--- src/rtl/core/rae_mul.sv ---
module rae_mul (
  input  logic        clk,
  input  logic [31:0] a,
  input  logic [31:0] b,
  output logic [63:0] prod_r
);
  always_ff @(posedge clk) begin
    prod_r <= a * b;
  end
endmodule

--- config.mk ---
export PLATFORM = sky130hd
export DESIGN_NAME = rae_mul
export DESIGN_NICKNAME = d
export VERILOG_FILES = /design/src/rtl/core/rae_mul.sv
export SDC_FILE = /design/constraint.sdc
export NUM_CORES = 2
export LEC_CHECK = 0
export CAP_MARGIN = 20
export CORE_AREA = 2 2 234 236
export DETAILED_ROUTE_END_ITERATION = 10
export DIE_AREA = 0 0 236 238
export DONT_BUFFER_PORTS = 1
export PLACE_DENSITY = 0.83
export SYNTH_ARGS = -nofsm -noshare
export SYNTH_HDL_FRONTEND = slang
export SYNTH_SLANG_ARGS = --single-unit
--- constraint.sdc ---
create_clock -name clk -period 15.15 [get_ports clk]
set_input_delay 2.2725 -clock clk [delete_from_list [all_inputs] [get_ports clk]]
set_output_delay 2.2725 -clock clk [all_outputs]
set_load 0.05 [all_outputs]
# Word level (Yosys, flattened, before mapping)
# Index checks and enable logic that the tools add are counted.
op_classes:
  n_mul: 1
op_table:
  columns: ["op", "count"]
  rows:
  - ["32-bit by 32-bit multiplier with 64-bit output", 1]
word_totals:
  register_bits: 64
  inputBits: 65
  out_inout_bits: 64
  word_cells: 2

# Depth between registers and ports, before layout
depth:
  depth_word: 1
  mapped_depth: 29
  ltp_nobuf: 27

# Least setup slack after synthesis
# OpenSTA, ideal clock, no wires.
synth_path:
  kind: "input port to flip-flop"
  start: "input port a[25]"
  end: "register prod_r[62]"
  setup_ns: 0.072
  arrival_ns: 8.954
  slack_ns: 6.125
  cell_stages: 25
  path_buffers: 2
  path_cell_list: "clkbuf_1 > nand2_1 > fa_1 > inv_1 > fa_1 > inv_1 > fa_1 > inv_1 > fa_1 > fa_1 > fa_1 > fa_1 > inv_1 > fa_1 > inv_1 > ha_1 > buf_2 > nand4_1 > or4_1 > or3_1 > a31oi_1 > a31o_2 > a211oi_1 > o21ai_1 > xor2_1"
synth_via:
  elab_chain_len: 1
synth_rtl:
  columns: ["element", "line", "text"]
  rows:
  - ["from (decl)", "3", "input logic [31:0] a,"]
  - ["32-bit by 32-bit multiplier with 64-bit output", "8", "prod_r <= a * b;"]
  - ["to (signal assigned)", "8", null]
  - ["to (decl)", "5", "output logic [63:0] prod_r"]
# Every way passes these cells.

# Worst setup path in the final report
layout_path:
  start: "input port a[17]"
  end: "register prod_r[62]"
# Same word-level chain as after synthesis.

==> metrics <==
violation count after the first detailed-routing iteration=around 1,600; CP Data Required Time=15.42 ns; count of cells along the worst hold path=1; proportion of layout cells with a drive suffix above 1=0.00931; Post-Syn Instances=3,748; effective utilization at floorplan=0.648; Synth top cells by count=896 x sky130_fd_sc_hd__fa_1, 865 x sky130_fd_sc_hd__inv_1, 602 x sky130_fd_sc_hd__and2_1; kind of end point of the critical path=flop; startpoint of the tightest hold check path=b[0]; timing-limited maximum frequency=between 0.1 and 0.15 GHz; count of synthesis-stage warnings from yosys=0; Core Area=~53,000 um^2; per-instance average area after synthesis=9.25 um^2; post-detailed-route wirelength per cell=21.2 um; largest area contributor in the netlist=sky130_fd_sc_hd__fa_1; placed insts=4,224; first-pass iteration count of the detailed router=6; Worst Hold End=prod_r[0]$_DFF_P_; tightest slew margin relative to the limit=0.480; result of the run=finished, final reports clean; initial antenna violation count=1; total routing resource utilization after global routing=0.337; register bit total from synthesis=64; layout-stage area growth over the synthesis result=1.04%; sequential area share after synthesis=0.0369; pin count of the biggest net entering global routing=33; number of enable flip-flop cells after synthesis=0; TritonCTS Buffers=9; die area=56,200 um^2; die span in y=~240 um; number of vias after detailed routing=between 20,000 and 30,000; Routed WL=89.9 mm; total nets after synthesis=4,972; final worst path period need=~9 ns; RSZ-0062 raised after global routing=false; hold_buf cts=0; final hold viol count=0; residual overflow from global routing=0; Clock Pin Slew Worst Setup and Hold Paths=0.06 ns; number of global-route vias before repair=28,065; summed negative setup slack over all endpoints=0 ns; post-detailed-route DRC marker count=0; leading post-synthesis cells by cell area=sky130_fd_sc_hd__fa_1 52%, sky130_fd_sc_hd__and2_1 11%, sky130_fd_sc_hd__ha_1 9.5%; Root Buffer Master=sky130_fd_sc_hd__clkbuf_16; total of buffers placed on input and output ports=0; max reg flops=between 60 and 70; Boundary Pins=around 130; Cell Area, Synth=34,700 um^2; Avg Vias per Cell=5.92; Setup Viol. Count Final=0; max-cap violation count=0; post-cts gate resize count=0; residual antenna-violating net count after detailed routing=0; arrival time of data at the critical path endpoint=roughly 9.5 ns; total number of clock tree sinks=64; fraction of the cycle the final worst path needs=0.609; fill count=4,176; top-count cell post-synth=sky130_fd_sc_hd__fa_1; number of rows in the core area=85; pin slew with the least headroom to its limit=0.774 ns; global-route wire length before repair=146 mm; HPWL after detailed placement=70.0 mm; post-layout net count=4,763; Async SR Flop Fraction=0; horizontal die dimension=236 um; TritonCTS clock tree=yes; buffers inserted by post-CTS timing repair=0; Max FO, Critical Path=32; buffers from clock root to sink, at most=2; CTS H-tree depth=3; post-synth top area share=0.517; Crit Path Category=primary input to flop; number of non-filler instances in the completed layout=approximately 4,200; sort of element at the start of the critical path=primary input; library cells used by synthesis=between 50 and 60; routability-driven placement congestion ratio=~0.94; max-slew violation count=0; largest register by flop count=prod_r; predominant post-synthesis flop cell=sky130_fd_sc_hd__dfxtp_1; worst hold path class=primary input to flop; largest registers=prod_r (64)
==> layout by cell type (no fill, tap or decap), types with 5 or more instances in the layout <==
cell type	n
sky130_fd_sc_hd__a21o_1	40
sky130_fd_sc_hd__a21oi_1	63
sky130_fd_sc_hd__a31oi_1	12
sky130_fd_sc_hd__and2_1	602
sky130_fd_sc_hd__and3_1	14
sky130_fd_sc_hd__clkbuf_16	9
sky130_fd_sc_hd__dfxtp_1	64
sky130_fd_sc_hd__fa_1	896
sky130_fd_sc_hd__ha_1	263
sky130_fd_sc_hd__inv_1	865
sky130_fd_sc_hd__nand2_1	480
sky130_fd_sc_hd__nand3_1	10
sky130_fd_sc_hd__nand4_1	23
sky130_fd_sc_hd__nor2_1	20
sky130_fd_sc_hd__nor3_1	7
sky130_fd_sc_hd__o21a_1	9
sky130_fd_sc_hd__o21ai_0	21
sky130_fd_sc_hd__o21ai_1	5
sky130_fd_sc_hd__o21bai_1	10
sky130_fd_sc_hd__xnor2_1	35
sky130_fd_sc_hd__xor2_1	25
==> worst max-delay path: stages <==
cell and delay (ns):
sky130_fd_sc_hd__and2_1 0.17, sky130_fd_sc_hd__fa_1 0.54, sky130_fd_sc_hd__inv_1 0.06, sky130_fd_sc_hd__fa_1 0.49, sky130_fd_sc_hd__fa_1 0.50, sky130_fd_sc_hd__fa_1 0.52, sky130_fd_sc_hd__inv_1 0.06, sky130_fd_sc_hd__fa_1 0.62
sky130_fd_sc_hd__fa_1 0.45, sky130_fd_sc_hd__fa_1 0.49, sky130_fd_sc_hd__inv_1 0.05, sky130_fd_sc_hd__fa_1 0.47, sky130_fd_sc_hd__inv_1 0.05, sky130_fd_sc_hd__ha_1 0.42, sky130_fd_sc_hd__nand4_1 0.24, sky130_fd_sc_hd__or4_1 0.47
sky130_fd_sc_hd__or3_1 0.36, sky130_fd_sc_hd__a31oi_1 0.52, sky130_fd_sc_hd__a31o_2 0.29, sky130_fd_sc_hd__a211oi_1 0.10, sky130_fd_sc_hd__o21ai_1 0.17, sky130_fd_sc_hd__xor2_1 0.15
==> per-stage QoR <==
stage	hold slack (ns)	cell area, um^2	setup WS (ns)	utilization
final	2.09	35000	5.93	0.655
after global routing	2.06	35000	5.64	0.655
after CTS	2.07	35000	6.02	0.655
after detailed placement	2.43	34700	5.66	0.649
after global placement	2.43	34700	5.77	0.649
after floorplan	2.40	34700	6.12	-
==> layout make-up <==
cell class	instances	area (um^2)	area share
Clock inverter	6	73.8	0.00211
Inverter	865	3250	0.0927
Multi-Input combinational cell	2599	29300	0.837
Antenna cell	4	10.0	0.000286
Sequential cell	64	1280	0.0366
Clock buffer	10	239	0.00682
Tap cell	696	871	0.0249
==> how the worst max path moves through the flow <==
stage                     cells past startpoint                  to  start
final                                        22  prod_r[62]$_DFF_P_  a[17]
after global routing                         20  prod_r[62]$_DFF_P_  a[17]
after CTS                                    22  prod_r[62]$_DFF_P_  a[10]
after detailed placement                     22  prod_r[62]$_DFF_P_  a[10]
after global placement                       22  prod_r[62]$_DFF_P_  a[10]
after floorplan                              25  prod_r[62]$_DFF_P_  a[25]
==> cell families (layout without fill, tap and decap cells) <==
| kind of cell | count (synthesis) | count (layout) | share of synthesized area |
|---|---|---|---|
| AND/OR/NAND/NOR | 1177 | 1177 | 0.176 |
| adder cells (fa/ha/maj) | 1159 | 1159 | 0.612 |
| buffers and inverters | 1085 | 881 | 0.118 |
| AO/OA/AOI/OAI | 202 | 202 | 0.0415 |
| flip-flops | 64 | 64 | 0.0369 |
| XOR/XNOR | 60 | 60 | 0.0152 |
| multiplexers | 1 | 1 | 0.000289 |
| other | 0 | 4 | 0 |
==> metal layers <==
metal  vias to the layer above  global-route usage  part of all wire
met5                         -                   0                 0
met4                         0               0.237             0.083
met3                       434              0.0637             0.079
met2                      1320               0.577              0.50
met1                     12928               0.384              0.34
li1                      10422                   -                 -
Power is not shown: default switching activity piles up to over one toggle a cycle in this logic, so the estimate is an artifact.
