## src/rtl/core/rae_pkg.sv

```systemverilog
package rae_pkg;

  // Store geometry; the word fields are sized for these.
  localparam int RAE_MAX_ATOMS = 64;
  localparam int RAE_SPECIES   = 4;
  localparam int RAE_SHIFTS    = 16;

  typedef enum logic [1:0] {
    ACT_ACCUM = 2'd0,
    ACT_READ  = 2'd1,
    ACT_CLEAR = 2'd2,
    ACT_NONE  = 2'd3
  } rae_action_t;

  typedef enum logic [1:0] {
    REG_CUTOFF = 2'd0,
    REG_ETA    = 2'd1,
    REG_START  = 2'd2,
    REG_STEP   = 2'd3
  } rae_reg_t;

  typedef enum logic [4:0] {
    ST_CLEAR, ST_IDLE, ST_NOP,
    ST_SQ_X, ST_SQ_Y, ST_SQ_Z, ST_RANGE_MUL, ST_RANGE,
    ST_ROOT, ST_DIV, ST_FC_MUL, ST_FC_SET,
    ST_T_Q, ST_T_E, ST_T_L, ST_T_P, ST_T_G, ST_T_T,
    ST_RD1, ST_WR1, ST_RD2, ST_WR2,
    ST_RD_ADDR, ST_RD_DATA
  } rae_state_t;

  // Control from the sequencer to the root/divide unit.
  typedef struct packed {
    logic start;
    logic is_div;
  } rae_ctl_t;

  localparam logic [16:0] LOG2E_Q16 = 17'd94548;
  localparam int          ROOT_STEPS = 32;
  localparam int          DIV_STEPS  = 17;

  // 0.5*cos(pi*k/16)+0.5 in Q16.
  function automatic logic [16:0] fc_tab(input logic [4:0] k);
    logic [16:0] v;
    case (k)
      5'd0:  v = 17'd65536;
      5'd1:  v = 17'd64906;
      5'd2:  v = 17'd63042;
      5'd3:  v = 17'd60014;
      5'd4:  v = 17'd55938;
      5'd5:  v = 17'd50973;
      5'd6:  v = 17'd45308;
      5'd7:  v = 17'd39161;
      5'd8:  v = 17'd32768;
      5'd9:  v = 17'd26375;
      5'd10: v = 17'd20228;
      5'd11: v = 17'd14563;
      5'd12: v = 17'd9598;
      5'd13: v = 17'd5522;
      5'd14: v = 17'd2494;
      5'd15: v = 17'd630;
      default: v = 17'd0;
    endcase
    return v;
  endfunction

  // 2^(-k/16) in Q16.
  function automatic logic [16:0] pow_tab(input logic [4:0] k);
    logic [16:0] v;
    case (k)
      5'd0:  v = 17'd65536;
      5'd1:  v = 17'd62757;
      5'd2:  v = 17'd60097;
      5'd3:  v = 17'd57549;
      5'd4:  v = 17'd55109;
      5'd5:  v = 17'd52773;
      5'd6:  v = 17'd50535;
      5'd7:  v = 17'd48393;
      5'd8:  v = 17'd46341;
      5'd9:  v = 17'd44376;
      5'd10: v = 17'd42495;
      5'd11: v = 17'd40693;
      5'd12: v = 17'd38968;
      5'd13: v = 17'd37316;
      5'd14: v = 17'd35734;
      5'd15: v = 17'd34219;
      default: v = 17'd32768;
    endcase
    return v;
  endfunction

endpackage

```

## src/rtl/core/rae_root_div.sv

```systemverilog
module rae_root_div
  import rae_pkg::*;
(
  input  logic        clk,
  input  logic        rst_n,
  input  rae_ctl_t    ctl,
  input  logic [31:0] opnd,
  input  logic [14:0] divisor,
  output logic        done_r,
  output logic [31:0] result
);
  logic [63:0] src_r, src_nxt;
  logic [35:0] rem_r, rem_nxt;
  logic [31:0] root_r, root_nxt;
  logic [5:0]  cnt_r, cnt_nxt;
  logic        busy_r, busy_nxt, done_nxt;
  logic        div_r, div_nxt;
  logic [35:0] rem_sh, trial;
  logic        ge;

  // One compare-subtract serves both the root and the division step.
  always_comb begin
    if (div_r) begin
      rem_sh = {rem_r[34:0], src_r[63]};
      trial  = {21'd0, divisor};
    end else begin
      rem_sh = {rem_r[33:0], src_r[63:62]};
      trial  = {2'b00, root_r, 2'b01};
    end
    ge = (rem_sh >= trial);
  end

  always_comb begin
    src_nxt  = src_r;
    rem_nxt  = rem_r;
    root_nxt = root_r;
    cnt_nxt  = cnt_r;
    busy_nxt = busy_r;
    div_nxt  = div_r;
    done_nxt = 1'b0;
    if (ctl.start) begin
      busy_nxt = 1'b1;
      div_nxt  = ctl.is_div;
      root_nxt = '0;
      if (ctl.is_div) begin
        src_nxt = {opnd[16:0], 47'd0};
        rem_nxt = {21'd0, opnd[31:17]};
        cnt_nxt = 6'(DIV_STEPS);
      end else begin
        src_nxt = {opnd, 32'd0};
        rem_nxt = '0;
        cnt_nxt = 6'(ROOT_STEPS);
      end
    end else if (busy_r) begin
      rem_nxt  = ge ? (rem_sh - trial) : rem_sh;
      root_nxt = {root_r[30:0], ge};
      src_nxt  = div_r ? {src_r[62:0], 1'b0} : {src_r[61:0], 2'b00};
      cnt_nxt  = cnt_r - 6'd1;
      if (cnt_r == 6'd1) begin
        busy_nxt = 1'b0;
        done_nxt = 1'b1;
      end
    end
  end

  always_ff @(posedge clk) begin
    if (!rst_n) begin
      busy_r <= 1'b0;
      done_r <= 1'b0;
      cnt_r  <= '0;
    end else begin
      busy_r <= busy_nxt;
      done_r <= done_nxt;
      cnt_r  <= cnt_nxt;
    end
    src_r  <= src_nxt;
    rem_r  <= rem_nxt;
    root_r <= root_nxt;
    div_r  <= div_nxt;
  end

  assign result = root_r;
endmodule

```

## config.mk

```make
export PLATFORM = sky130hd
export DESIGN_NAME = rae_root_div
export DESIGN_NICKNAME = d
export VERILOG_FILES = /design/src/rtl/core/rae_pkg.sv /design/src/rtl/core/rae_root_div.sv
export SDC_FILE = /design/constraint.sdc
export NUM_CORES = 1
export LEC_CHECK = 0
export BUFFER_PORTS_ARGS = -buffer_cell sky130_fd_sc_hd__buf_2
export CAP_MARGIN = 30
export CORE_ASPECT_RATIO = 0.9
export CORE_UTILIZATION = 25
export CTS_CLUSTER_SIZE = 12
export DETAILED_ROUTE_END_ITERATION = 16
export PLACE_DENSITY = 0.51
export REMOVE_ABC_BUFFERS = 1
export SKIP_CTS_REPAIR_TIMING = 1
export SYNTH_ARGS = -nofsm -noshare
export SYNTH_HDL_FRONTEND = slang
export SYNTH_SLANG_ARGS = --single-unit
```

## constraint.sdc

```tcl
create_clock -name clk -period 4.7 [get_ports clk]
set_clock_uncertainty 0.15 [all_clocks]
set_input_delay 0.47 -clock clk [delete_from_list [all_inputs] [get_ports clk]]
set_output_delay 0.47 -clock clk [all_outputs]
set_load 0.01 [all_outputs]
```

* After elaboration in Yosys (flattened, before gate mapping) *
Cells that the tools add are included.

word-level totals
  flip-flop bits (word level) = 140
  input bits = 51
  output and inout port bits = 33
  word-level logic and storage cells = 32

cells by class
  add/subtract/negate cells = 2
  $lt $le $gt $ge = 1
  equality and inequality tests = 1
  multiplexer cells = 17
  bitwise logic cells = 2
  reduce and logical (&&, ||, !) cells = 2

operator list
  operator                                                                count
  64-bit two-way mux                                                      4
  35-bit two-way mux                                                      3
  36-bit by 34-bit >= comparator with 1-bit output                        1
  36-bit two-way mux                                                      1
  35-bit by 34-bit subtractor with 35-bit output                          1
  34-bit two-way mux                                                      1
  6-bit two-way mux                                                       3
  15-bit two-way mux                                                      1
  6-bit by 1-bit equality test with 1-bit output (second input constant)  1
  6-bit by 1-bit subtractor with 6-bit output (second input constant)     1
  1-bit two-way mux                                                       4
  3-bit OR reduction                                                      1
  1-bit inverter                                                          2
  2-bit nonzero test                                                      1

* Logic depth before layout (Yosys ltp) *
Gate-level depths: netlist (run 1).

  depth after elaboration = 5
  depth in mapped cells = 17
  depth with buffers taken out = 12

* Worst setup path after synthesis (run 1) *
No wires, ideal clock.

  path type = reg2reg
  start = register div_r
  end = register rem_r[32], data pin
  setup time = 0.273 ns
  data arrival time = 3.653 ns
  required time = 4.277 ns
  slack = 0.624 ns
  stages on the path, launching flop included = 14
  path buffers = 3
  clock period less this slack = 4.076 ns
  cells stage by stage = edfxtp_1 clkbuf_1 clkbuf_1 buf_1 nand2_1 fa_1 a211oi_1 o21ai_0 o211ai_1 a21boi_0 or2_2 a211o_1 xnor2_1 a211oi_2

on the way
  cells in the longest elaborated chain, start to end = 5
  elaborated cells on any way between the ends = 7

RTL lines
  item                                                                                                                       RTL line                                source
  start, declared                                                                                                            rae_root_div.sv:17                      logic div_r, div_nxt;
  start signal, assigned                                                                                                     rae_root_div.sv:79                      div_r <= div_nxt;
  36-bit two-way mux / 34-bit two-way mux (equally long branches)                                                            rae_root_div.sv:23                      if (div_r) begin
  35-bit by 34-bit subtractor with 35-bit output / 36-bit by 34-bit >= comparator with 1-bit output (equally long branches)  rae_root_div.sv:55, rae_root_div.sv:30
  35-bit two-way mux (*)                                                                                                     rae_root_div.sv:55                      rem_nxt = ge ? (rem_sh - trial) : rem_sh;
  35-bit two-way mux (*)                                                                                                     rae_root_div.sv:54                      end else if (busy_r) begin
  35-bit two-way mux (*)                                                                                                     rae_root_div.sv:41                      if (ctl.start) begin
  end signal, assigned                                                                                                       rae_root_div.sv:77                      rem_r <= rem_nxt;
  end, declared                                                                                                              rae_root_div.sv:13                      logic [35:0] rem_r, rem_nxt;

Mark *: on every way between the ends. The rest lies on a longest branch, timed or not. The select of a mux whose other input is x is not followed.
A chain may end at the register's enable or synchronous reset.

* Final worst setup path (run 1) *
  start = register div_r
  end = register rem_r[13], data pin

on the way
  cells in the longest elaborated chain, start to end = 5
  elaborated cells on any way between the ends = 7

RTL lines
  item                                                                                                                       RTL line
  36-bit two-way mux / 34-bit two-way mux (equally long branches)                                                            rae_root_div.sv:23
  35-bit by 34-bit subtractor with 35-bit output / 36-bit by 34-bit >= comparator with 1-bit output (equally long branches)  rae_root_div.sv:55, rae_root_div.sv:30
  35-bit two-way mux (*)                                                                                                     rae_root_div.sv:55
  35-bit two-way mux (*)                                                                                                     rae_root_div.sv:54
  35-bit two-way mux (*)                                                                                                     rae_root_div.sv:41
  net rem_nxt[13]                                                                                                            rae_root_div.sv:13

The timed path passes the listed nets; every way through them passes the cells marked *. The select of a mux whose other input is x is not followed.

==> impl_summary.md, run 1 <==
Critical path
The critical path is of the flop to flop type. The capture point of the worst reg-to-reg path is rem_r[13]. The source of the worst register-to-register timing path is div_r. The slack of the worst reg-to-reg path is 570 ps.

The count of cells along the worst register-to-register path is 15. The kind of start point of the critical path is a flop. Of all nets on the critical path, the largest fanout is 10. The worst setup path is captured at a flop. Data on the critical path is required at its endpoint by 4770 ps. The start point of the critical path is div_r. Data arrives at the worst endpoint at 4200 ps.

Synthesis
The proportion of synthesized chip area in sequential cells is 37.1%. The number of distinct library cells after synthesis is 60. The netlist area before placement is 7660 sq um. During synthesis, Yosys emitted a total of 0 warnings. The post-synthesis share of cell area spent on and, or, nand and nor gates is 14.7%. The fraction of synthesized cell area taken by the top area cell type is 26.6%.

The dominant combinational cell family by area after synthesis is compound AO/OA/AOI/OAI gates. In the synthesized netlist the dominant register cell turns out to be sky130_fd_sc_hd__edfxtp_1. Measured against the total synthesized area, the mux share comes to 16.2%. The mean cell area of the mapped netlist is 9.38 sq um. The adder and majority gate portion of the synthesized area is 6.14%. The synthesized design contains between 100 and 150 register bits. The compound-cell area share of the yosys netlist is 18.9%. Summing the areas of all xor and xnor instances in the mapped netlist gives roughly 3.3% of the synthesized area. Of all cell types, the one taking the most synthesized area is sky130_fd_sc_hd__edfxtp_1. The number of enable flip-flop cells after synthesis is 68. After synthesis, the cell types taking the most area are sky130_fd_sc_hd__edfxtp_1 (27%), sky130_fd_sc_hd__mux2i_1 (11%), sky130_fd_sc_hd__dfxtp_1 (10%).

The cell count after synthesis came out at 817. The share of async-settable or async-resettable flops after synthesis is 0%.

Timing
The worst max-slew margin expressed relative to the limit is 36.0%. Based on the critical path, the design can be clocked at up to about 240 MHz. The total negative setup slack is 0 ps. At the pin with the least slew margin, the transition time is 959 ps. Setup repair after global routing left no endpoint under its margin. The final period utilization is 87.9%.

The final critical-path required period is slightly above 4000 ps. The total count of hold-check failures in the final report came to 0. The count of endpoints failing setup in the final report is 0. The final hold slack is 219 ps.

The number of pins exceeding their max-slew limit in the final report is 0.

Placement
At the end of routability-driven placement, the weighted congestion stood at 0.814. Detailed placement finished with a half-perimeter wire length of between 15 and 20 mm. In this run the tool buffered the top-level ports with 83 buffer cells. The standard cell area after detailed placement is 8560 sq um.

CTS
At the later pin of the worst-skew pair, clock insertion delay measures 370 ps. Counting every sink on the clock net gives 108. The longest clock path from root to sink contains 2 buffers. The root buffer cell chosen for the clock tree is sky130_fd_sc_hd__clkbuf_16. TritonCTS built the clock tree. The number of buffers created by CTS is 9. The CTS H-tree depth is 3. After clock tree synthesis, the clock-pin slew on the worst setup and hold paths is around 80 ps.

Floorplanning
The core region is 30,000 sq um. The initial standard-cell utilization of the core is 25.5%. The width of the chip is 187 um. The floorplan step defined a die boundary enclosing about 31,000 sq um. After floorplanning, the core was divided into 60 placement rows. From bottom edge to top edge, the die measures 168 um. The I/O pin count is 84.

Job
The number of max-capacitance violations reported is 0.

Run status
The run finished with clean final reports.

Finish
Counting the fill cells in the layout gives roughly 3,200. In the final design database the tool counted roughly 1,000 nets. From synthesis to final layout, the design area changed by 16.4%. In the layout the commonest cells are sky130_fd_sc_hd__mux2i_1 (87), sky130_fd_sc_hd__buf_2 (82), sky130_fd_sc_hd__a21oi_1 (78). The total non-filler cell area in the finished layout is about 9000 sq um.

Leaving out fill and tap cells, the most frequent cell in the layout is sky130_fd_sc_hd__mux2i_1. The fraction of layout instances using a drive strength above 1 is 20.2%. The number of antenna repair diodes is 0.

Global routing
The wire length of the first global-routing pass is about 34 mm. The total congestion overflow after global routing is 0. The number of global-route vias before repair is around 6,000. The number of antenna violations at the first check in global routing is 0. The pin count of the biggest net entering global routing is 69. For this run, the total global-route usage over all layers was measured as 13.6%.

Detailed routing
The first TritonRoute pass finished after 4 iterations. The number of nets with antenna violations after routing is 0. Wires add up to 21.2 mm. The overall via count from detail_route is between 6,000 and 7,000. In the final routed layout, each cell accounts on average for 16.4 um. The DRC violations left is 0.

Dividing the detail-routed via count by the number of cells gives about 4.8. The DRC marker count from the first detailed-route iteration is ~450.

Worst hold path
The worst hold path was traced through 3 stages. The worst hold path startpoint is rst_n. The type of the most critical hold path is input port to flop. For hold timing, the worst endpoint is busy_r.

Pwr
The maximum vdd drop is 0.223 mV. The leakage power is between 0.003 and 0.004 uW. In this run the power density over the cells is 599 nW/um^2.
## worst max-delay path, cell delays in order, from the launching register on
cell,delay [ps]
sky130_fd_sc_hd__edfxtp_1,440
sky130_fd_sc_hd__buf_12,170
sky130_fd_sc_hd__buf_12,130
sky130_fd_sc_hd__buf_4,170
sky130_fd_sc_hd__buf_4,170
sky130_fd_sc_hd__nand2b_1,150
sky130_fd_sc_hd__ha_1,400
sky130_fd_sc_hd__a21oi_1,260
sky130_fd_sc_hd__nor4_1,80
sky130_fd_sc_hd__o31ai_1,400
sky130_fd_sc_hd__o41ai_2,220
sky130_fd_sc_hd__nor4_4,420
sky130_fd_sc_hd__or2_1,340
sky130_fd_sc_hd__buf_4,240
sky130_fd_sc_hd__nand2_1,70
sky130_fd_sc_hd__a31oi_1,160
## power by group
part | switching (uW) | internal [uW]
clock | 390 | 420
sequential | 101 | 1290
combinational | 1800 | 1350
## through the flow
step                      total power (uW)  setup WS, ps  utilization, %  instances
after floorplan                       3720         -1550               -        764
after global placement                4540           124            28.5       1274
after detailed placement              4520           140            28.5       1274
after CTS                             5370           110            29.5       1290
after global routing                  5790           305            29.7       1294
final                                 5350           570            29.7       1294
## Yosys cell counts, types with 3 or more instances
cell	count
sky130_fd_sc_hd__mux2i_1	87
sky130_fd_sc_hd__o21ai_0	48
sky130_fd_sc_hd__o211ai_1	5
sky130_fd_sc_hd__nor2_1	54
sky130_fd_sc_hd__o2111ai_1	3
sky130_fd_sc_hd__ha_1	36
sky130_fd_sc_hd__a31oi_1	7
sky130_fd_sc_hd__mux2_2	33
sky130_fd_sc_hd__and3_1	6
sky130_fd_sc_hd__xnor2_1	14
sky130_fd_sc_hd__nor4_1	4
sky130_fd_sc_hd__nor3_1	10
sky130_fd_sc_hd__nor2b_1	22
sky130_fd_sc_hd__dfxtp_1	40
sky130_fd_sc_hd__a32o_1	3
sky130_fd_sc_hd__edfxtp_1	68
sky130_fd_sc_hd__and2_1	3
sky130_fd_sc_hd__a211oi_1	23
sky130_fd_sc_hd__o21bai_1	6
sky130_fd_sc_hd__or2_2	4
sky130_fd_sc_hd__o41ai_1	3
sky130_fd_sc_hd__nand2_1	74
sky130_fd_sc_hd__clkbuf_1	38
sky130_fd_sc_hd__inv_1	14
sky130_fd_sc_hd__a21o_1	22
sky130_fd_sc_hd__xor2_1	15
sky130_fd_sc_hd__nand3_1	10
sky130_fd_sc_hd__o31ai_1	3
sky130_fd_sc_hd__nand2b_1	22
sky130_fd_sc_hd__buf_1	9
sky130_fd_sc_hd__a211oi_2	8
sky130_fd_sc_hd__a21oi_1	78
sky130_fd_sc_hd__nand4_1	10
## per-layer routing
metal  global-route usage (%)  wire, um  part of all wire, %  vias up
met4                     3.10       192                 0.90        0
li1                         -         -                    -     3149
met2                     20.9      9260                   44       98
met5                        0         0                    0        -
met3                     2.46       617                  2.9       12
met1                     19.6     11200                   53     2947
## state kept, by name, summed over array words and instances (netlist names)
| signal | flops |
|---|---|
| div_r | 1 |
| src_r | 32 |
| result | 32 |
| done_r | 1 |
| rem_r | 35 |
| cnt_r | 6 |
| busy_r | 1 |
## area by class of cell
| class | count | area [sq um] | area share [%] |
|---|---|---|---|
| clock inverter | 6 | 70.1 | 0.785 |
| multi-input combinational | 641 | 4550 | 51.0 |
| sequential | 108 | 2840 | 31.9 |
| timing repair buffer | 111 | 672 | 7.53 |
| tap | 403 | 504 | 5.65 |
| clock buffer | 10 | 229 | 2.57 |
| inverter | 15 | 56.3 | 0.631 |
## cell families (layout without fill, tap and decap cells)
logic type	after synthesis	after routing
AOI/OAI and AO/OA	224	224
xor gates and xnor gates	29	29
adders and majority gates	37	37
buffers and inverters	68	142
DFF	108	108
muxes	120	120
and+or+nand+nor	231	231
## how the worst max path moves through the flow
stage	to	slack, ps	cells past startpoint
after detailed placement	rem_r[29]	140	12
after global placement	rem_r[29]	120	12
after global routing	rem_r[26]	300	15
after CTS	rem_r[29]	110	12
final	rem_r[13]	570	15
after floorplan	rem_r[0]	-1550	10
Power figures use the tool's default switching activity.
==> run 2, diff against run 1 <==
- clock period: 4.7 -> 5.3 ns (I/O delays scaled with it)
==> run 2 against run 1 <==
- clock power fell by 14%
- fmax fell by 4.0%
- largest power group unchanged
- wire length rose by 1.1%
- cell count fell by 1.0%
==> impl_summary.md, run 2 (same netlist as run 1, synthesis figures left out) <==
Run status
The flow ran to the end, and the final reports show no timing, DRC or antenna violations.

Floorplanning
The die footprint was 31,400 sq um (unchanged). The I/O pin count is 84 (unchanged). The width of the chip is 187 um (unchanged).

The initial standard-cell utilization of the core is 25.5% (unchanged). The placeable core region came to 30,000 sq um (unchanged). The total number of placement rows was 60 (unchanged). The height of the die is 168 um (unchanged).

Global routing
The routing usage on met1 is 19.8% (+0.18 points). The pin count of the biggest net entering global routing is 72 (+4.3%). The number of antenna violations at the first check in global routing is 0 (unchanged). The combined global-route utilization of all metal layers was 13.7% (+0.12 points).

The layer flagged by global routing as most heavily used is met2. The met2 track demand over resource is 21.0% (+0.097 points). The wire length of the first global-routing pass came to 33.9 mm (-0.20%). The total congestion overflow after global routing was 0 (unchanged).

The met3 track demand over resource in global routing is 2.40% (-0.063 points). The number of global-route vias before repair was 6,043 (-0.76%).

Finish
The relative area change from synthesis to final layout is 14.9%. The number of antenna repair diodes is 0 (unchanged). The flip-flop count of the largest register after layout is 35 (unchanged). The number of nets at the end of the flow is 961 (-1.3%). The post-route non-filler standard cell count came to 1,281 (-1.0%). The total non-filler cell area in the finished layout came to 8810 sq um (-1.3%). Leaving out fill and tap cells, the most frequent cells in the layout are sky130_fd_sc_hd__mux2i_1 (87), sky130_fd_sc_hd__buf_2 (82), sky130_fd_sc_hd__a21oi_1 (78). The fraction of layout instances using a drive strength above 1 is 19.1% (-1.1 points). The number of inserted filler cells in the final layout is 3,245 (+1.3%). The largest register by flop count is rem_r. Leaving out fill and tap cells, the most frequent cell in the layout is sky130_fd_sc_hd__mux2i_1.

Worst hold path
The type of the most critical hold path is input port to flop.

CTS
The maximum count of clock buffers along a single path was 2 (unchanged). The root buffer cell chosen for the clock tree is sky130_fd_sc_hd__clkbuf_16. The later-pin clock latency in the skew report is 380 ps (about the same).

The CTS tree is built. The number of buffers created by CTS is 9 (unchanged). The clock edge transition at the registers on the reported setup and hold paths is 80 ps (about the same).

The CTS H-tree depth is 3 (unchanged). The count of clock tree sinks came to 108 (unchanged).

Job
The number of max-capacitance violations reported is 0 (unchanged).

Pwr
The power density relative to cell area is 530 nW/um^2 (-12%). The sequential share of power is 26.4% (+0.5 points). The switching power is 2050 uW (-11%). The clock network power share was 14.9% (-0.3 points). The proportion of power drawn by combinational gates was 58.7% (-0.2 points). The internal cell power is 2620 uW (-14%). The leakage power is 0.00359 uW (-1.9%). The switching portion of total power is 43.9% (+1.1 points).

The maximum vdd drop was 0.223 mV (-0.35%).

Detailed routing
The final routed wirelength across all metal layers came to 21.5 mm (+1.1%). The DRC marker count from the first detailed-route iteration is 374 (-17%). The number of nets with antenna violations after routing was 0 (unchanged). The DRC violations left is 0 (unchanged).

The routed length per placed instance is 16.8 um (+2.1%). The iteration count of the initial detailed-routing pass came to 5 (+1). The overall via count from detail_route came to 6,221 (+0.24%).

The via density per instance was 4.86 (+1.3%).

Critical path
The biggest cell delay along the critical path is 530 ps (+90 ps). The critical path's most frequent cell is sky130_fd_sc_hd__a31oi_1. The combined buffer and inverter count along the critical path was 3 (-2). The type of the setup path with the least slack is flop to flop.

The cell type of the slowest stage on the worst timing path is sky130_fd_sc_hd__or2_1. The arrival time of the worst setup path was 4370 ps (+170 ps). The required time of the critical path was 5370 ps (+600 ps). The worst setup path is captured at a flop. Traced cell by cell, the critical path runs through buf_16 -> buf_12 -> mux2_2 -> fa_1 -> a211oi_1 -> o21ai_0 -> o211ai_1 -> a31oi_1 -> nor4_4 -> or2_1 -> buf_4 -> nand2_1 -> a31oi_1. The top fanout value on the critical path was 24 (+14). Among cell families on the critical path, the largest total delay comes from compound AO/OA/AOI/OAI gates. The kind of start point of the critical path is a flop.

Placement
The count of placed standard cells including taps is 1,264 (-0.78%). The number of I/O port buffers was 83 (unchanged). The placed wire-length estimate after detailed placement is 15.4 mm (+0.22%). The final RePlAce weighted congestion came to 0.844 (+3.6%). The standard cell area after detailed placement is 8490 sq um (-0.88%).

Timing
The count of endpoints failing setup in the final report is 0 (unchanged). The final hold slack is 270 ps (+51.4 ps). The final period utilization came to 81.2% (-6.7 points). The number of pins exceeding their max-slew limit in the final report came to 0 (unchanged). The slew at the pin closest to its max-slew limit is 946 ps (-13.7 ps).

The total count of hold-check failures in the final report is 0 (unchanged). The worst max-slew margin expressed relative to the limit came to 37.0% (+0.91 points). The total negative setup slack came to 0 ps (unchanged). The maximum frequency from static timing analysis came to 232 MHz (-4.0%).

The final critical-path required period is 4300 ps (+172 ps). Setup repair after global routing left no endpoint under its margin.
run 2: area by class of cell:
type	count	area [sq um]	area share [%]
multi-input cells	641	4550	51.6
flip-flops and latches	108	2840	32.3
repair buffers	98	563	6.39
well taps	403	504	5.72
clock buffers	9	225	2.56
clock inverters	7	67.6	0.767
inverters	15	56.3	0.639
run 2: worst min-delay path, delay by kind of cell:
kind | cells | cell delay (ps)
and+or+nand+nor | 1 | 50
buffers and inverters | 2 | 190
run 2: power groups by stage:
stage | clock network (uW) | registers (uW) | logic (uW)
after floorplan | 0 | 1230 | 2070
after global placement | 0 | 1250 | 2700
after detailed placement | 0 | 1250 | 2710
after CTS | 723 | 1240 | 2730
after global routing | 745 | 1250 | 3050
final | 695 | 1230 | 2740
run 2: path summary, 6_finish.rpt:
| kind | from | end | slack [ps] | depth (start not counted) |
|---|---|---|---|---|
| worst max-delay path | div_r | rem_r[13] | 1000 | 13 |
| worst min-delay path | rst_n | busy_r | 270 | 3 |
| worst max register to register | div_r | rem_r[13] | 1000 | 13 |
| worst min register to register | cnt_r[1] | cnt_r[1] | 350 | 2 |
run 2: through the flow:
step / setup WS [ps] / total power, uW / util (%)
global route: 692 / 5040 / 29.3
CTS: 476 / 4680 / 29.2
global placement: 624 / 3950 / 28.3
detailed placement: 515 / 3960 / 28.3
finish: 998 / 4660 / 29.3
floorplan: -950 / 3300 / -
run 2: layer usage:
layer	vias up	share of wire, %
met3	20	3.7
met4	0	1.0
met5	-	0
met1	2941	52
li1	3127	-
met2	133	44
==> run 3, diff against run 2 <==
- PLACE_DENSITY: 0.51 -> 0.52
- clock period: 5.3 -> 3.8 ns (I/O delays scaled with it)
==> run 3 against run 2 <==
- via count up 6.5%
- global-route usage up 0.47 points
- hold slack worse by 160 ps
- power up 65%
- highest routed layer unchanged
- critical path depth up 3
- sequential share of layout area down 3.7 points
- combinational power up 82%
- cell count up 7.2%
- first-iteration DRC count up 43%
- largest cell class unchanged
- design area up 13%
- sequential power up 41%
- sequential cell count unchanged
==> impl_summary.md, run 3 (same netlist as run 1, synthesis figures left out) <==
Pwr
The power density relative to cell area is 773 nW/um^2 (+46%). The overall power is 7690 uW (+65%). The internal cell power was 4460 uW (+70%). The clock network power share came to 12.8% (-2.1 points).

The switching power is 3230 uW (+58%). The proportion of power drawn by combinational gates was 64.7% (+6.0 points). The maximum vdd drop is 0.319 mV (+43%). The sequential share of power is 22.5% (-3.9 points). The leakage power is 0.00414 uW (+15%).

The switching portion of total power is 42.0% (-1.9 points).

Finish
Leaving out fill and tap cells, the most frequent cell in the layout is sky130_fd_sc_hd__buf_4. The number of antenna repair diodes is 0 (unchanged). The total non-filler cell area in the finished layout is 9950 sq um (+13%). The sequential cell area in the final layout is 2840 sq um (unchanged).

The area growth from synthesis to layout is 29.9%. The register with the most flip-flops in the final layout is rem_r. The number of nets at the end of the flow came to 1,053 (+9.6%).

The area used by multi-input combinational logic was 4830 sq um (+6.3%). The number of inserted filler cells in the final layout was 3,121 (-3.8%). The top cell types in the final layout, fill and taps aside, are sky130_fd_sc_hd__buf_4 (91), sky130_fd_sc_hd__mux2i_1 (85), sky130_fd_sc_hd__buf_2 (82). The flip-flop count of the largest register after layout is 35 (unchanged).

The fraction of layout instances using a drive strength above 1 was 30.7% (+12 points).

Run status
The run finished with clean final reports.

Global routing
The total congestion overflow after global routing is 0 (unchanged). The number of global-route vias before repair is 6,405 (+6.0%). The number of antenna violations at the first check in global routing is 0 (unchanged).

The wire length of the first global-routing pass was 35.8 mm (+5.4%). The combined global-route utilization of all metal layers came to 14.2% (+0.47 points). The pin count of the biggest net entering global routing came to 68 (-5.6%).

Critical path
The nature of the critical path endpoint is a flop. The top fanout value on the critical path is 7 (-71%). The type of the setup path with the least slack is flop to flop. STA classifies the critical path startpoint as a flop. The required time of the critical path was 3740 ps (-1630 ps). The arrival time of the worst setup path is 3650 ps (-720 ps).

Floorplanning
The total number of placement rows is 60 (unchanged). The height of the die came to 168 um (unchanged). The I/O pin count is 84 (unchanged).

The die footprint came to 31,400 sq um (unchanged). The placeable core region is 30,000 sq um (unchanged). The initial standard-cell utilization of the core is 25.5% (unchanged).

The width of the chip is 187 um (unchanged).

Timing
The total count of hold-check failures in the final report is 0 (unchanged). The worst max-slew margin expressed relative to the limit was 36.3% (-0.70 points). The final worst setup slack is 89.9 ps (-909 ps).

The total negative setup slack was 0 ps (unchanged). The maximum frequency from static timing analysis was 270 MHz (+16%). The final critical-path required period came to 3710 ps (-591 ps). The number of pins exceeding their max-slew limit in the final report is 0 (unchanged). The final hold slack came to 115 ps (-155 ps).

The slew at the pin closest to its max-slew limit is 953 ps (+6.97 ps). The count of endpoints failing setup in the final report is 0 (unchanged). The final period utilization is 97.6% (+16 points). Setup repair after global routing could not meet its margin everywhere.

Detailed routing
The overall via count from detail_route is 6,626 (+6.5%). The DRC marker count from the first detailed-route iteration is 535 (+43%). The iteration count of the initial detailed-routing pass is 4 (-1). The routed length per placed instance is 17.0 um (+1.3%). The via density per instance is 4.83 (-0.63%). The number of nets with antenna violations after routing is 0 (unchanged). The final routed wirelength across all metal layers came to 23.3 mm (+8.6%). The DRC violations left is 0 (unchanged).

Job
The number of max-capacitance violations reported came to 0 (unchanged).

CTS
The CTS H-tree depth came to 3 (unchanged). The CTS tree is built. The later-pin clock latency in the skew report was 370 ps (about the same). The count of clock tree sinks came to 108 (unchanged). The number of buffers created by CTS is 9 (unchanged). The maximum count of clock buffers along a single path is 2 (unchanged). Clock tree synthesis selected as its root buffer the cell sky130_fd_sc_hd__clkbuf_16.

The clock edge transition at the registers on the reported setup and hold paths is 90 ps (about the same).

Worst hold path
In this run the worst hold path is classified as input port to flop.

Placement
The placed wire-length estimate after detailed placement is 16.2 mm (+5.3%). The standard cell area after detailed placement was 8990 sq um (+5.9%). The final RePlAce weighted congestion came to 0.850 (+0.71%). The number of I/O port buffers was 83 (unchanged). The minimum setup slack after placement came to -37.1 ps (-552 ps).
run 3: critical path: stages, from the launching register on:
cell,delay [ps]
sky130_fd_sc_hd__edfxtp_1,460
sky130_fd_sc_hd__buf_12,190
sky130_fd_sc_hd__buf_8,130
sky130_fd_sc_hd__buf_6,110
sky130_fd_sc_hd__mux2_4,320
sky130_fd_sc_hd__ha_4,270
sky130_fd_sc_hd__nand4_1,150
sky130_fd_sc_hd__nor4_2,280
sky130_fd_sc_hd__buf_4,160
sky130_fd_sc_hd__o21ai_2,50
sky130_fd_sc_hd__a31oi_2,200
sky130_fd_sc_hd__nor4_4,70
sky130_fd_sc_hd__buf_4,160
sky130_fd_sc_hd__nor2_4,220
sky130_fd_sc_hd__buf_12,180
sky130_fd_sc_hd__mux2i_2,230
sky130_fd_sc_hd__o21ai_1,90
run 3: stage by stage:
| step | utilization [%] | instances |
|---|---|---|
| floorplan | - | 764 |
| global placement | 29.9 | 1326 |
| detailed placement | 29.9 | 1326 |
| CTS | 30.9 | 1342 |
| global route | 33.1 | 1373 |
| finish | 33.1 | 1373 |
run 3: metal layers:
| metal | wire [um] | track usage [%] |
|---|---|---|
| met5 | 0 | 0 |
| met2 | 10200 | 21.3 |
| met4 | 201 | 3.35 |
| met1 | 12200 | 21.0 |
| met3 | 746 | 2.31 |
run 3: power groups by stage:
stage / clock, uW / sequential, uW / combinational, uW
floorplan: 0 / 1720 / 2880
global placement: 0 / 1750 / 4330
detailed placement: 0 / 1750 / 4320
CTS: 1020 / 1730 / 4360
global route: 1050 / 1760 / 5440
finish: 985 / 1730 / 4980
run 3: path summary, 6_finish.rpt:
path / cells after the start / slack [ps] / start / endpoint
setup / recovery: 16 / 90 / div_r / rem_r[11]
hold / removal: 3 / 110 / rst_n / busy_r
setup reg to reg: 16 / 90 / div_r / rem_r[11]
hold reg to reg: 2 / 360 / cnt_r[1] / cnt_r[1]
run 3: final cells by class:
type | count | share of cell area (%)
well taps | 403 | 5.07
clock buffers | 9 | 2.26
inverters | 15 | 0.566
clock inverters | 7 | 0.742
repair buffers | 190 | 14.2
multi-input cells | 641 | 48.6
flip-flops and latches | 108 | 28.6
